`config.mk`:
```
export PLATFORM = sky130hd
export DESIGN_NAME = gnss_binary_frame_receiver
export DESIGN_NICKNAME = d
export VERILOG_FILES = /design/src/sv/gbfr_pkg.sv /design/src/sv/gbfr_store.sv /design/src/sv/gbfr_framer.sv /design/src/sv/gbfr_readout.sv /design/src/sv/gnss_binary_frame_receiver.sv
export SDC_FILE = /design/constraint.sdc
export NUM_CORES = 1
export LEC_CHECK = 0
export ABC_AREA = 1
export BUFFER_PORTS_ARGS = -buffer_cell sky130_fd_sc_hd__buf_2
export CAP_MARGIN = 10
export CORE_MARGIN = 8
export CORE_UTILIZATION = 35
export DETAILED_ROUTE_END_ITERATION = 10
export SETUP_SLACK_MARGIN = 0.02
export SYNTH_ARGS = -nofsm -noshare
export SYNTH_HDL_FRONTEND = slang
export SYNTH_SLANG_ARGS = --single-unit
```
`constraint.sdc`:
```
create_clock -name clk_i -period 6.8 [get_ports clk_i]
set_clock_uncertainty 0.05 [all_clocks]
set_input_delay 1.36 -clock clk_i [delete_from_list [all_inputs] [get_ports clk_i]]
set_output_delay 1.36 -clock clk_i [all_outputs]
set_load 0.02 [all_outputs]
```
`src/sv/gbfr_pkg.sv`:
```
// Shared constants and types of the binary frame receiver.
package gbfr_pkg;

  localparam int unsigned MAX_PAYLOAD = 40;
  localparam int unsigned RUN_MAX     = 40;

  localparam logic [7:0] SYNC_FIRST  = 8'hB5;
  localparam logic [7:0] SYNC_SECOND = 8'h62;

  localparam int unsigned ID_W   = 16;
  localparam int unsigned LEN_W  = 6;
  localparam int unsigned CNT_W  = 8;
  localparam int unsigned BYTE_W = 8;
  localparam int unsigned CFG_IDX_W = 2;

  localparam logic [ID_W-1:0]  POS_ID_RST  = 16'h0102;
  localparam logic [ID_W-1:0]  VEL_ID_RST  = 16'h0112;
  localparam logic [LEN_W-1:0] POS_LEN_RST = 6'd28;
  localparam logic [LEN_W-1:0] VEL_LEN_RST = 6'd36;

  localparam logic [CFG_IDX_W-1:0] REG_POS_ID  = 2'd0;
  localparam logic [CFG_IDX_W-1:0] REG_VEL_ID  = 2'd1;
  localparam logic [CFG_IDX_W-1:0] REG_POS_LEN = 2'd2;
  localparam logic [CFG_IDX_W-1:0] REG_VEL_LEN = 2'd3;

  localparam logic KIND_POS = 1'b0;
  localparam logic KIND_VEL = 1'b1;

  // Readout request raised by the framer on a good, matching frame.
  typedef struct packed {
    logic             start;
    logic             kind;
    logic [CNT_W-1:0] count;
    logic [LEN_W-1:0] len;
  } run_req_t;

endpackage

```
`src/sv/gbfr_store.sv`:
```
// Payload store: one write port, one registered read port, per-entry valid bits.
module gbfr_store #(
  parameter int unsigned MaxPayload = gbfr_pkg::MAX_PAYLOAD,
  localparam int unsigned AW = $clog2(MaxPayload)
) (
  input  logic                        clk_i,
  input  logic                        rst_ni,
  input  logic                        wr_en_i,
  input  logic [AW-1:0]               wr_addr_i,
  input  logic [gbfr_pkg::BYTE_W-1:0] wr_data_i,
  input  logic                        rd_en_i,
  input  logic [AW-1:0]               rd_addr_i,
  output logic [gbfr_pkg::BYTE_W-1:0] rd_data_o
);

  logic [gbfr_pkg::BYTE_W-1:0] mem [MaxPayload];
  logic [MaxPayload-1:0]       vld_q;
  logic [gbfr_pkg::BYTE_W-1:0] rd_data_q;
  logic                        rd_vld_q;

  always_ff @(posedge clk_i) begin
    if (wr_en_i) begin
      mem[wr_addr_i] <= wr_data_i;
    end
    if (rd_en_i) begin
      rd_data_q <= mem[rd_addr_i];
    end
  end

  always_ff @(posedge clk_i or negedge rst_ni) begin
    if (!rst_ni) begin
      vld_q    <= '0;
      rd_vld_q <= 1'b0;
    end else begin
      if (wr_en_i) begin
        vld_q[wr_addr_i] <= 1'b1;
      end
      if (rd_en_i) begin
        rd_vld_q <= vld_q[rd_addr_i];
      end
    end
  end

  // Never-written entries read as zero.
  assign rd_data_o = rd_vld_q ? rd_data_q : '0;

endmodule

```
`src/sv/gbfr_framer.sv`:
```
// Frame parser: sync hunt, header, payload write, checksum check, counters.
module gbfr_framer #(
  parameter int unsigned MaxPayload = gbfr_pkg::MAX_PAYLOAD,
  localparam int unsigned AW = $clog2(MaxPayload)
) (
  input  logic                        clk_i,
  input  logic                        rst_ni,
  input  logic                        byte_valid_i,
  input  logic [gbfr_pkg::BYTE_W-1:0] byte_i,
  input  logic [gbfr_pkg::ID_W-1:0]   pos_id_i,
  input  logic [gbfr_pkg::ID_W-1:0]   vel_id_i,
  input  logic [gbfr_pkg::LEN_W-1:0]  pos_len_i,
  input  logic [gbfr_pkg::LEN_W-1:0]  vel_len_i,
  output logic                        wr_en_o,
  output logic [AW-1:0]               wr_addr_o,
  output logic [gbfr_pkg::BYTE_W-1:0] wr_data_o,
  output gbfr_pkg::run_req_t          run_o
);

  localparam int unsigned LW = $clog2(MaxPayload + 1);
  localparam int unsigned RunLimit =
      (MaxPayload < gbfr_pkg::RUN_MAX) ? MaxPayload : gbfr_pkg::RUN_MAX;
  localparam logic [gbfr_pkg::LEN_W-1:0] RunLimitL = gbfr_pkg::LEN_W'(RunLimit);

  typedef enum logic [7:0] {
    ST_HUNT  = 8'b0000_0001,
    ST_TYPE1 = 8'b0000_0010,
    ST_TYPE2 = 8'b0000_0100,
    ST_LEN1  = 8'b0000_1000,
    ST_LEN2  = 8'b0001_0000,
    ST_PAY   = 8'b0010_0000,
    ST_CKA   = 8'b0100_0000,
    ST_CKB   = 8'b1000_0000
  } step_e;

  step_e                       step_q, step_d;
  logic                        sync_q, sync_d;
  logic [7:0]                  sum_a_q, sum_a_d;
  logic [7:0]                  sum_b_q, sum_b_d;
  logic [gbfr_pkg::ID_W-1:0]   type_q, type_d;
  logic [7:0]                  len_lo_q, len_lo_d;
  logic [LW-1:0]               len_q, len_d;
  logic [AW-1:0]               offs_q, offs_d;
  logic [gbfr_pkg::CNT_W-1:0]  pos_cnt_q, pos_cnt_d;
  logic [gbfr_pkg::CNT_W-1:0]  vel_cnt_q, vel_cnt_d;

  logic [7:0]                  acc_a;
  logic [15:0]                 full_len;
  logic [LW-1:0]               offs_next;
  logic                        process;
  logic [gbfr_pkg::LEN_W-1:0]  pos_n, vel_n;

  assign acc_a     = sum_a_q + byte_i;
  assign full_len  = {byte_i, len_lo_q};
  assign offs_next = LW'(offs_q) + LW'(1);
  assign pos_n     = (pos_len_i > RunLimitL) ? RunLimitL : pos_len_i;
  assign vel_n     = (vel_len_i > RunLimitL) ? RunLimitL : vel_len_i;

  always_comb begin
    step_d    = step_q;
    sync_d    = sync_q;
    sum_a_d   = sum_a_q;
    sum_b_d   = sum_b_q;
    type_d    = type_q;
    len_lo_d  = len_lo_q;
    len_d     = len_q;
    offs_d    = offs_q;
    pos_cnt_d = pos_cnt_q;
    vel_cnt_d = vel_cnt_q;
    wr_en_o   = 1'b0;
    wr_addr_o = offs_q;
    wr_data_o = byte_i;
    run_o     = '0;
    process   = 1'b0;

    if (byte_valid_i) begin
      if (byte_i == gbfr_pkg::SYNC_FIRST) begin
        sync_d  = 1'b1;
        process = (step_q != ST_HUNT);
      end else if (sync_q && byte_i == gbfr_pkg::SYNC_SECOND) begin
        // Restart framing from any step.
        sync_d = 1'b0;
        step_d = ST_TYPE1;
      end else begin
        sync_d  = 1'b0;
        process = 1'b1;
      end
    end

    if (process) begin
      case (step_q)
        ST_TYPE1: begin
          sum_a_d = byte_i;
          sum_b_d = byte_i;
          type_d  = {byte_i, 8'h00};
          step_d  = ST_TYPE2;
        end
        ST_TYPE2: begin
          sum_a_d = acc_a;
          sum_b_d = sum_b_q + acc_a;
          type_d  = {type_q[15:8], byte_i};
          step_d  = ST_LEN1;
        end
        ST_LEN1: begin
          sum_a_d  = acc_a;
          sum_b_d  = sum_b_q + acc_a;
          len_lo_d = byte_i;
          step_d   = ST_LEN2;
        end
        ST_LEN2: begin
          sum_a_d = acc_a;
          sum_b_d = sum_b_q + acc_a;
          offs_d  = '0;
          len_d   = LW'(full_len);
          if (full_len > 16'(MaxPayload)) begin
            step_d = ST_HUNT;
          end else if (full_len == 16'd0) begin
            step_d = ST_CKA;
          end else begin
            step_d = ST_PAY;
          end
        end
        ST_PAY: begin
          sum_a_d = acc_a;
          sum_b_d = sum_b_q + acc_a;
          wr_en_o = 1'b1;
          offs_d  = AW'(offs_next);
          if (offs_next >= len_q) begin
            step_d = ST_CKA;
          end
        end
        ST_CKA: begin
          step_d = (sum_a_q == byte_i) ? ST_CKB : ST_HUNT;
        end
        ST_CKB: begin
          step_d = ST_HUNT;
          if (sum_b_q == byte_i) begin
            if (type_q == pos_id_i) begin
              pos_cnt_d   = pos_cnt_q + 1'b1;
              run_o.start = (pos_n != '0);
              run_o.kind  = gbfr_pkg::KIND_POS;
              run_o.count = pos_cnt_d;
              run_o.len   = pos_n;
            end else if (type_q == vel_id_i) begin
              vel_cnt_d   = vel_cnt_q + 1'b1;
              run_o.start = (vel_n != '0);
              run_o.kind  = gbfr_pkg::KIND_VEL;
              run_o.count = vel_cnt_d;
              run_o.len   = vel_n;
            end
          end
        end
        default: begin
        end
      endcase
    end
  end

  always_ff @(posedge clk_i or negedge rst_ni) begin
    if (!rst_ni) begin
      step_q    <= ST_HUNT;
      sync_q    <= 1'b0;
      sum_a_q   <= '0;
      sum_b_q   <= '0;
      type_q    <= '0;
      len_lo_q  <= '0;
      len_q     <= '0;
      offs_q    <= '0;
      pos_cnt_q <= '0;
      vel_cnt_q <= '0;
    end else begin
      step_q    <= step_d;
      sync_q    <= sync_d;
      sum_a_q   <= sum_a_d;
      sum_b_q   <= sum_b_d;
      type_q    <= type_d;
      len_lo_q  <= len_lo_d;
      len_q     <= len_d;
      offs_q    <= offs_d;
      pos_cnt_q <= pos_cnt_d;
      vel_cnt_q <= vel_cnt_d;
    end
  end

endmodule

```
`src/sv/gbfr_readout.sv`:
```
// Readout sequencer: walks the store for one run and drives the output register.
module gbfr_readout #(
  parameter int unsigned MaxPayload = gbfr_pkg::MAX_PAYLOAD,
  localparam int unsigned AW = $clog2(MaxPayload)
) (
  input  logic                        clk_i,
  input  logic                        rst_ni,
  input  gbfr_pkg::run_req_t          run_i,
  output logic                        busy_o,
  output logic                        rd_en_o,
  output logic [AW-1:0]               rd_addr_o,
  input  logic [gbfr_pkg::BYTE_W-1:0] rd_data_i,
  output logic                        out_valid_o,
  input  logic                        out_ready_i,
  output logic                        out_kind_o,
  output logic [gbfr_pkg::LEN_W-1:0]  out_offset_o,
  output logic [gbfr_pkg::BYTE_W-1:0] out_value_o,
  output logic [gbfr_pkg::CNT_W-1:0]  out_count_o,
  output logic                        out_last_o
);

  logic                        active_q;
  logic                        kind_q;
  logic [gbfr_pkg::CNT_W-1:0]  count_q;
  logic [gbfr_pkg::LEN_W-1:0]  len_q;
  logic [gbfr_pkg::LEN_W-1:0]  next_k_q;
  logic                        pend_q;
  logic [gbfr_pkg::LEN_W-1:0]  pend_k_q;
  logic                        pend_last;

  logic                        ov_q;
  logic                        okind_q;
  logic [gbfr_pkg::LEN_W-1:0]  ooff_q;
  logic [gbfr_pkg::BYTE_W-1:0] oval_q;
  logic [gbfr_pkg::CNT_W-1:0]  ocnt_q;
  logic                        olast_q;

  // Issue a read only when the output register is free by the time data lands.
  assign rd_en_o   = active_q && !pend_q && (next_k_q < len_q) && (!ov_q || out_ready_i);
  assign rd_addr_o = AW'(next_k_q);
  assign pend_last = (pend_k_q + 1'b1 == len_q);
  assign busy_o    = active_q;

  always_ff @(posedge clk_i or negedge rst_ni) begin
    if (!rst_ni) begin
      active_q <= 1'b0;
      pend_q   <= 1'b0;
      next_k_q <= '0;
      ov_q     <= 1'b0;
    end else begin
      if (run_i.start) begin
        active_q <= 1'b1;
        next_k_q <= '0;
      end else if (pend_q && pend_last) begin
        active_q <= 1'b0;
      end
      if (rd_en_o) begin
        next_k_q <= next_k_q + 1'b1;
      end
      pend_q <= rd_en_o;
      if (pend_q) begin
        ov_q <= 1'b1;
      end else if (out_ready_i) begin
        ov_q <= 1'b0;
      end
    end
  end

  always_ff @(posedge clk_i) begin
    if (run_i.start) begin
      kind_q  <= run_i.kind;
      count_q <= run_i.count;
      len_q   <= run_i.len;
    end
    if (rd_en_o) begin
      pend_k_q <= next_k_q;
    end
    if (pend_q) begin
      okind_q <= kind_q;
      ooff_q  <= pend_k_q;
      oval_q  <= rd_data_i;
      ocnt_q  <= count_q;
      olast_q <= pend_last;
    end
  end

  assign out_valid_o  = ov_q;
  assign out_kind_o   = okind_q;
  assign out_offset_o = ooff_q;
  assign out_value_o  = oval_q;
  assign out_count_o  = ocnt_q;
  assign out_last_o   = olast_q;

endmodule

```
`src/sv/gnss_binary_frame_receiver.sv`:
```
// Top level of the binary frame receiver: config registers and block wiring.
//
// Usage:
//   Received bytes enter on the s_axis channel, one byte per request, and are
//   taken one per cycle while no readout run is in progress. A frame starts
//   with the sync pair 0xB5 0x62, carries a type word, a little-endian length,
//   the payload and two Fletcher checksum bytes. Payload bytes go into the
//   payload store as they arrive.
//   On a good frame whose type matches the position or velocity id, the first
//   copy-length bytes of the store (at most MaxPayload) go out on m_axis, one
//   byte per request, tagged with the kind (tuser) and that kind's frame
//   counter; tlast marks the final byte of the run. Store reads start once the
//   run is registered after the second checksum byte, pass through the store's
//   registered read and the single output register, and do not overlap. While a
//   run is in progress s_axis_tready stays low, until the last store read has
//   landed in the output register. A stalled m_axis holds it and pauses reads.
//   Reset returns to sync hunting, clears counters and checksum state, loads
//   the default ids and copy lengths, and marks every store entry as zero.
//   Configuration writes take effect at once; the user must make them while
//   idle, as the block does not enforce it.
module gnss_binary_frame_receiver #(
  parameter int unsigned MaxPayload = gbfr_pkg::MAX_PAYLOAD
) (
  input  logic        clk_i,
  input  logic        rst_ni,
  // Input bytes
  input  logic        s_axis_tvalid,
  output logic        s_axis_tready,
  input  logic [7:0]  s_axis_tdata,   // [7:0] rx_byte
  // Emitted payload bytes
  output logic        m_axis_tvalid,
  input  logic        m_axis_tready,
  output logic [23:0] m_axis_tdata,   // [5:0] byte_offset, [13:6] byte_value,
                                      // [21:14] frame_count, [23:22] zero
  output logic        m_axis_tuser,   // [0] msg_kind
  output logic        m_axis_tlast,   // last_byte
  // Configuration writes
  input  logic                            cfg_we_i,
  input  logic [gbfr_pkg::CFG_IDX_W-1:0]  cfg_index_i,
  input  logic [gbfr_pkg::ID_W-1:0]       cfg_data_i
);

  localparam int unsigned AW = $clog2(MaxPayload);

  logic [gbfr_pkg::ID_W-1:0]   pos_id_q, vel_id_q;
  logic [gbfr_pkg::LEN_W-1:0]  pos_len_q, vel_len_q;

  logic                        in_acc;
  logic                        busy;
  logic                        wr_en;
  logic [AW-1:0]               wr_addr;
  logic [gbfr_pkg::BYTE_W-1:0] wr_data;
  logic                        rd_en;
  logic [AW-1:0]               rd_addr;
  logic [gbfr_pkg::BYTE_W-1:0] rd_data;
  gbfr_pkg::run_req_t          run;

  logic [gbfr_pkg::LEN_W-1:0]  o_off;
  logic [gbfr_pkg::BYTE_W-1:0] o_val;
  logic [gbfr_pkg::CNT_W-1:0]  o_cnt;

  // Register file: ids take the full word, copy lengths the low bits.
  always_ff @(posedge clk_i or negedge rst_ni) begin
    if (!rst_ni) begin
      pos_id_q  <= gbfr_pkg::POS_ID_RST;
      vel_id_q  <= gbfr_pkg::VEL_ID_RST;
      pos_len_q <= gbfr_pkg::POS_LEN_RST;
      vel_len_q <= gbfr_pkg::VEL_LEN_RST;
    end else if (cfg_we_i) begin
      case (cfg_index_i)
        gbfr_pkg::REG_POS_ID:  pos_id_q  <= cfg_data_i;
        gbfr_pkg::REG_VEL_ID:  vel_id_q  <= cfg_data_i;
        gbfr_pkg::REG_POS_LEN: pos_len_q <= cfg_data_i[gbfr_pkg::LEN_W-1:0];
        gbfr_pkg::REG_VEL_LEN: vel_len_q <= cfg_data_i[gbfr_pkg::LEN_W-1:0];
        default: begin
        end
      endcase
    end
  end

  // Hold input while a readout run owns the store.
  assign s_axis_tready = !busy;
  assign in_acc        = s_axis_tvalid && s_axis_tready;

  gbfr_framer #(
    .MaxPayload (MaxPayload)
  ) u_framer (
    .clk_i        (clk_i),
    .rst_ni       (rst_ni),
    .byte_valid_i (in_acc),
    .byte_i       (s_axis_tdata),
    .pos_id_i     (pos_id_q),
    .vel_id_i     (vel_id_q),
    .pos_len_i    (pos_len_q),
    .vel_len_i    (vel_len_q),
    .wr_en_o      (wr_en),
    .wr_addr_o    (wr_addr),
    .wr_data_o    (wr_data),
    .run_o        (run)
  );

  gbfr_store #(
    .MaxPayload (MaxPayload)
  ) u_store (
    .clk_i     (clk_i),
    .rst_ni    (rst_ni),
    .wr_en_i   (wr_en),
    .wr_addr_i (wr_addr),
    .wr_data_i (wr_data),
    .rd_en_i   (rd_en),
    .rd_addr_i (rd_addr),
    .rd_data_o (rd_data)
  );

  gbfr_readout #(
    .MaxPayload (MaxPayload)
  ) u_readout (
    .clk_i        (clk_i),
    .rst_ni       (rst_ni),
    .run_i        (run),
    .busy_o       (busy),
    .rd_en_o      (rd_en),
    .rd_addr_o    (rd_addr),
    .rd_data_i    (rd_data),
    .out_valid_o  (m_axis_tvalid),
    .out_ready_i  (m_axis_tready),
    .out_kind_o   (m_axis_tuser),
    .out_offset_o (o_off),
    .out_value_o  (o_val),
    .out_count_o  (o_cnt),
    .out_last_o   (m_axis_tlast)
  );

  assign m_axis_tdata = {2'b00, o_cnt, o_val, o_off};

endmodule

```
# --- Word-level counts from Yosys, hierarchy flattened ---
# Memory sizes are Yosys's and may differ from the RTL's. A register that Yosys moved wholly into a read port is not among the register bits.
# Cells that the tools add are included.
op_classes:
  mux: 38
  n_eq_ne: 18
  magnitude_cmp: 8
  n_bitwise: 6
  n_addsub: 7
  n_reduce_logical: 36
ops:
  columns: ["op", "n"]
  rows:
  - ["2-to-1 mux 16 bit", 5]
  - ["2-to-1 mux 8 bit", 7]
  - ["case mux 8 bit (7 select lines)", 1]
  - ["bitwise OR 40 bit", 1]
  - ["== test 16 bit", 2]
  - ["case mux 16 bit (2 select lines)", 1]
  - ["case mux 8 bit (2 select lines)", 2]
  - ["2-to-1 mux 6 bit", 4]
  - ["adder 6 x 1 -> 6 bit (second input constant)", 3]
  - ["AND reduction 2 bit", 9]
  - ["adder 8 x 1 -> 8 bit (second input constant)", 2]
  - ["adder 8 bit", 2]
  - ["== test 8 x 7 -> 1 bit (second input constant)", 2]
  - ["== test 8 bit", 2]
  - ["== test 8 bit (second input constant)", 2]
  - ["> comparator 16 x 6 -> 1 bit (second input constant)", 1]
  - ["zero test 16 bit", 1]
  - ["less-than comparator 6 x 7 -> 1 bit (second input constant)", 2]
  - ["2-to-1 mux 1 bit", 14]
  - ["> comparator 6 bit (second input constant)", 2]
  - ["case mux 6 bit (2 select lines)", 1]
  - ["nonzero test 2 bit", 6]
  - ["nonzero test 6 bit", 2]
  - ["== test 8 x 2 -> 1 bit (second input constant)", 1]
  - ["other kinds (23)", 38]
word_totals:
  wordCells: 144
  mem_bits_rw: 320
  input_bits: 31
  output_inout_bits: 28
  ff_bits: 216
  n_memories: 1
memory_table:
  columns: ["name", "depth", "width", "read_ports", "rd_ports_with_merged_regs", "write_ports", "line", "source"]
  rows:
  - ["u_store.mem", 40, 8, 1, 1, 1, "gbfr_store.sv:16", "logic [gbfr_pkg::BYTE_W-1:0] mem [MaxPayload];"]

# --- Logic depth before layout (Yosys ltp) ---
depth:
  ltp_word: 10
  mapped_depth: 15
  ltp_nobuf: 15

# --- Modules after synthesis ---
# A second synthesis with hierarchy kept.
unflattened:
  cells_unflattened: 2393
  hier_area_um2: 24557.3
by_module_without_submodules:
  columns: ["module", "cells_per_inst", "area_each_um2", "seq_area_each_um2", "instances"]
  rows:
  - ["gbfr_store", 1277, 15069.5, 10875.4, 1]
  - ["gbfr_framer", 756, 5465.2, 1928.1, 1]
  - ["gbfr_readout", 157, 2124.5, 1576.5, 1]
  - ["gnss_binary_frame_receiver", 203, 1898.1, 1113.6, 1]

# --- Worst setup path after synthesis ---
# No wires, ideal clock.
synth_path:
  kind: "in2reg"
  from: "input s_axis_tdata[3]"
  to: "register u_framer.sum_b_q[7]"
  setup_ns: 0.077
  setup_slack_ns: 3.331
  arrival_ns: 3.342
  stages: 14
  path_buffers: 1
  t_required_ns: 6.673
  cell_sequence: "ha_1 clkbuf_1 a21oi_1 or2_2 nand3_1 xor2_1 ha_1 nand2_1 a21oi_1 a211oi_1 nand2_1 nand3_1 nand3_1 a21oi_1"
synth_between:
  elab_chain_cells: 6
  word_cells_on_any_way: 10
  classes_between: "add/sub (2); eq/ne (2); mux (4); reduce/logical (2)"
synth_lines:
  columns: ["item", "line", "source"]
  rows:
  - ["start, declared", "gnss_binary_frame_receiver.sv:29", "input logic [7:0] s_axis_tdata,"]
  - ["branches (longest 6 deep; another with adder 8 bit)", null, null]
  - ["end signal, assigned", "gbfr_framer.sv:175", "sum_b_q <= sum_b_d;"]
  - ["end, declared", "gbfr_framer.sv:39", "logic [7:0] sum_b_q, sum_b_d;"]
# Parallel ways; which one is timed is not known.
# A chain may end at the register's enable or synchronous reset.

# --- Worst setup path after layout ---
layout_path:
  from: "input s_axis_tdata[1]"
  to: "memory u_store.mem[36][1] (netlist bit) (enable)"
layout_between:
  elab_chain_cells: 8
  word_cells_on_any_way: 9
  classes_between: "eq/ne (2); mux (6); reduce/logical (1)"
layout_lines:
  columns: ["item", "line", "source"]
  rows:
  - ["== test 8 x 7 -> 1 bit", "gbfr_framer.sv:80", "end else if (sync_q && byte_i == gbfr_pkg::SYNC_SECOND) begin"]
  - ["logical AND 1 bit", "gbfr_framer.sv:80", null]
  - ["2-to-1 mux 1 bit", "gbfr_framer.sv:80", null]
  - ["2-to-1 mux 1 bit *", "gbfr_framer.sv:77", "if (byte_i == gbfr_pkg::SYNC_FIRST) begin"]
  - ["2-to-1 mux 1 bit *", "gbfr_framer.sv:76", "if (byte_valid_i) begin"]
  - ["2-to-1 mux 1 bit *", "gbfr_framer.sv:90", "if (process) begin"]
  - ["2-to-1 mux 1 bit *", "gbfr_store.sv:22", "if (wr_en_i) begin"]
  - ["2-to-1 mux 1 bit (implied by the code) *", "gbfr_store.sv:23", "mem[wr_addr_i] <= wr_data_i;"]
  - ["end, declared", "gbfr_store.sv:16", null]
# Every way passes the cells marked *; elsewhere a longest branch is shown, timed or not.

==> results.toml <==
[outcome]
outcome = "complete, no violations"

[cells_and_area]
drive_above_1_share = 0.09552
multi_input_area_um2 = 7226
nets = 2363
syn2layout_area_growth_pct = 12.76
layout.area.seq_um2 = 15500
final_core_util = 0.3995
fill_cells = 6406
diodes = 0

[yosys]
syn_inst = 2267
synth-main-ff-cell = "edfxtp_1"
ys_warn_count = 0
ys_ff_latch = 544
synth.distinct_cells = 46
async_reset_ff_frac = 0.3143
ys_seq_area_frac = 0.6501
syn_area_per_cell_um2 = 10.51
synth_edf_count = 373
syn_area_um2 = 23830

[power]
p_seq_frac = 0.414
clock_power_share = 0.327
p_leak_nw = 10.53
power_switching_w = 0.003327
power.density_nw_per_um2 = 364.3
p_int_w = 0.006465
peakVddDrop_mv = 0.2084
netSwitchingFraction = 0.3398
power.total_w = 0.009791
combinationalPowerShare = 0.258

[clock_tree]
clock_latency_ps = 600
post-cts-setup-buffers = 0
clock_path_buffers = 3
cts-resized-gates = 0
htree_levels = 2
tritoncts = "done"
clock-sinks = 544
postCtsHoldBufs = 0
cts-buffers-inserted = 53
path_clk_slew_ps = 60
cts_root_buffer = "clkbuf_16"

[drt]
drt_wl_total_um = 61730
drtPass1Iterations = 7
vias = 16710
first_iter_violations = 1513
wl_per_cell_um = 19.18
drc = 0
via_per_inst = 5.193
drtAntennaViolNets = 0

[global_route]
grt_first_pass_wirelength_um = 95300
gr-total-overflow = 0
track_usage = 0.1553
grt_start_max_net_pins = 94
antenna_found_initial = 0
grt_pass1_vias = 16620

[setup_path]
crit_type = "in -> reg"
critPathLaunchType = "primary input"
reg2reg_depth = 7
r2r_end = "u_store.rd_data_q[7]$_DFFE_PP_"
r2r_slack_ps = 3060
required_ps = 6980
end_kind = "register"
r2r-start = "u_readout.rd_addr_o[0]$_DFFE_PN0P_"
cp.arrival_ps = 4120
cp_max_fo = 47

[timing]
hold_violations = 0
setup_viol = 0
fmax_mhz = 253.8
setup_slack_ps = 2860
maxSlewViolCount = 0
rsz0062_at_grt = "false"
tns_ps = 0
slew_headroom = 0.2919
holdWs_ps = 372.5
worstMarginPinSlew_ps = 1059
period_needed_ps = 3940
fin_crit_sh = 0.5794

[worst_hold_path]
hp-class = "reg -> reg"
whs_endpoint = "u_readout.out_count_o[7]$_DFFE_PP_"
hold_start = "u_readout.count_q[7]$_SDFFCE_PN0P_"
min_path_cells = 0

[floorplanning]
start_util = 0.3543
io_pins = 59
die_h_um = 277.0
core_um2 = 67280
fp-row-count = 95
design.die.area_um2 = 76700
die_w_um = 277.0

[placed_design]
dp_slack_ps = 2200
hpwl_um = 39700
routabilityCongestion = 0.8478
port_buffers = 56

[flow_run]
drv_cap = 0
==> layout by cell type (no fill, tap or decap), types with 21 or more instances in the layout <==
cell type and instances:
a21oi_1 46, buf_2 56, buf_4 22, clkbuf_16 53, dfrtp_1 157, edfxtp_1 373, ha_1 30, inv_1 158
nand2_1 381, nand3_1 125, nor2_1 305, o211ai_1 30, o21ai_0 271, o21ai_1 30, o221ai_1 21, o22ai_1 41
xnor2_1 25, xor2_1 33
==> worst max-delay path, stage by stage <==
cell and delay (ps):
buf_2 70, buf_4 550, inv_2 160, nand4_1 110, nor3_1 70, nand2_1 70, nand3_2 110, inv_2 260
nand2_8 130, nor2_4 170, nand2_1 350, nor2_1 650
==> cells in the mapped netlist (3+ instances only) <==
master,n,share of area
dfrtp_1,160,0.17
nor2_1,305,0.048
nor2_4,3,0.0014
o21ai_1,30,0.0063
inv_1,160,0.025
xor2_1,33,0.012
clkbuf_1,71,0.011
inv_2,14,0.0022
xnor2_1,25,0.0092
or2_2,5,0.0013
o221ai_1,21,0.0077
dfstp_2,11,0.012
o21bai_1,19,0.0060
nand4_1,19,0.0050
nand3_1,125,0.026
clkinv_1,4,0.00063
nor3_1,17,0.0036
nand2_1,381,0.060
buf_4,4,0.0013
o211ai_1,30,0.0094
o22ai_1,41,0.011
ha_1,30,0.016
a21oi_1,46,0.0097
nand2_2,10,0.0026
nor4_1,3,0.00079
buf_6,3,0.0014
nor2_2,3,0.00079
o21ai_0,271,0.057
buf_1,4,0.00063
a211oi_1,3,0.00094
edfxtp_1,373,0.47
buf_2,21,0.0044
==> metrics by stage <==
stage / std cells / cell area, um^2
final: 3218 / 26870
after global routing: 3218 / 26870
after CTS: 3216 / 26860
after detailed placement: 3116 / 24940
after global placement: 3116 / 24940
after floorplan: 2268 / 23840
==> power groups by stage <==
stage               registers, W  logic, W  clock network [W]
floorplan                0.00407   0.00166                  0
global placement         0.00412   0.00249                  0
detailed placement       0.00412   0.00251                  0
CTS                      0.00406   0.00253            0.00327
global route             0.00409   0.00278            0.00338
finish                   0.00406   0.00253            0.00321
==> worst max-delay path by stage <==
stage / from / to / slack (ps) / cells past startpoint
floorplan: s_axis_tdata[3] / u_framer.sum_b_q[7]$_DFFE_PN0P_ / 3330 / 14
global placement: s_axis_tdata[2] / u_readout.count_q[0]$_SDFFCE_PN0P_ / 2240 / 12
detailed placement: s_axis_tdata[2] / u_readout.count_q[7]$_SDFFCE_PN0P_ / 2200 / 12
CTS: s_axis_tdata[2] / u_readout.count_q[6]$_SDFFCE_PN0P_ / 2840 / 12
global route: s_axis_tdata[2] / u_readout.count_q[0]$_SDFFCE_PN0P_ / 2610 / 12
finish: s_axis_tdata[1] / u_store.mem[36][1]$_DFFE_PP_ / 2860 / 12
==> registers in the layout, indices dropped and copies added (netlist names), 16 cells and up <==
signal           cells
u_framer.type_q     16
u_store.mem        320
vel_id_q            16
u_store.vld_q       40
pos_id_q            16
==> routing by layer <==
| layer | vias up | track usage | wire length [um] |
|---|---|---|---|
| met2 | 524 | 0.2677 | 30420 |
| met4 | 0 | 0.05631 | 1855 |
| met5 | - | 0 | 0 |
| met3 | 111 | 0.01887 | 3210 |
| met1 | 8194 | 0.1998 | 26250 |
| li1 | 7882 | - | - |
==> cell families (layout without fill, tap and decap cells) <==
group                    Yosys count  count (layout)  synth area share
AO/OA/AOI/OAI                    469             469            0.1102
other                              1               2         0.0001573
AND/OR/NAND/NOR                  882             882            0.1539
buffers and inverters            281             358           0.04693
adder cells (fa/ha/maj)           32              32           0.01743
XOR/XNOR                          58              58           0.02131
flip-flops                       544             544            0.6501
==> final cells by class <==
type	instances	area share
inverters	178	0.02495
flip-flops and latches	544	0.5768
well taps	873	0.04064
repair buffers	80	0.01727
clock buffers	70	0.05470
multi-input cells	1443	0.2689
clock inverters	30	0.01681
Power figures use the tool's default switching activity.
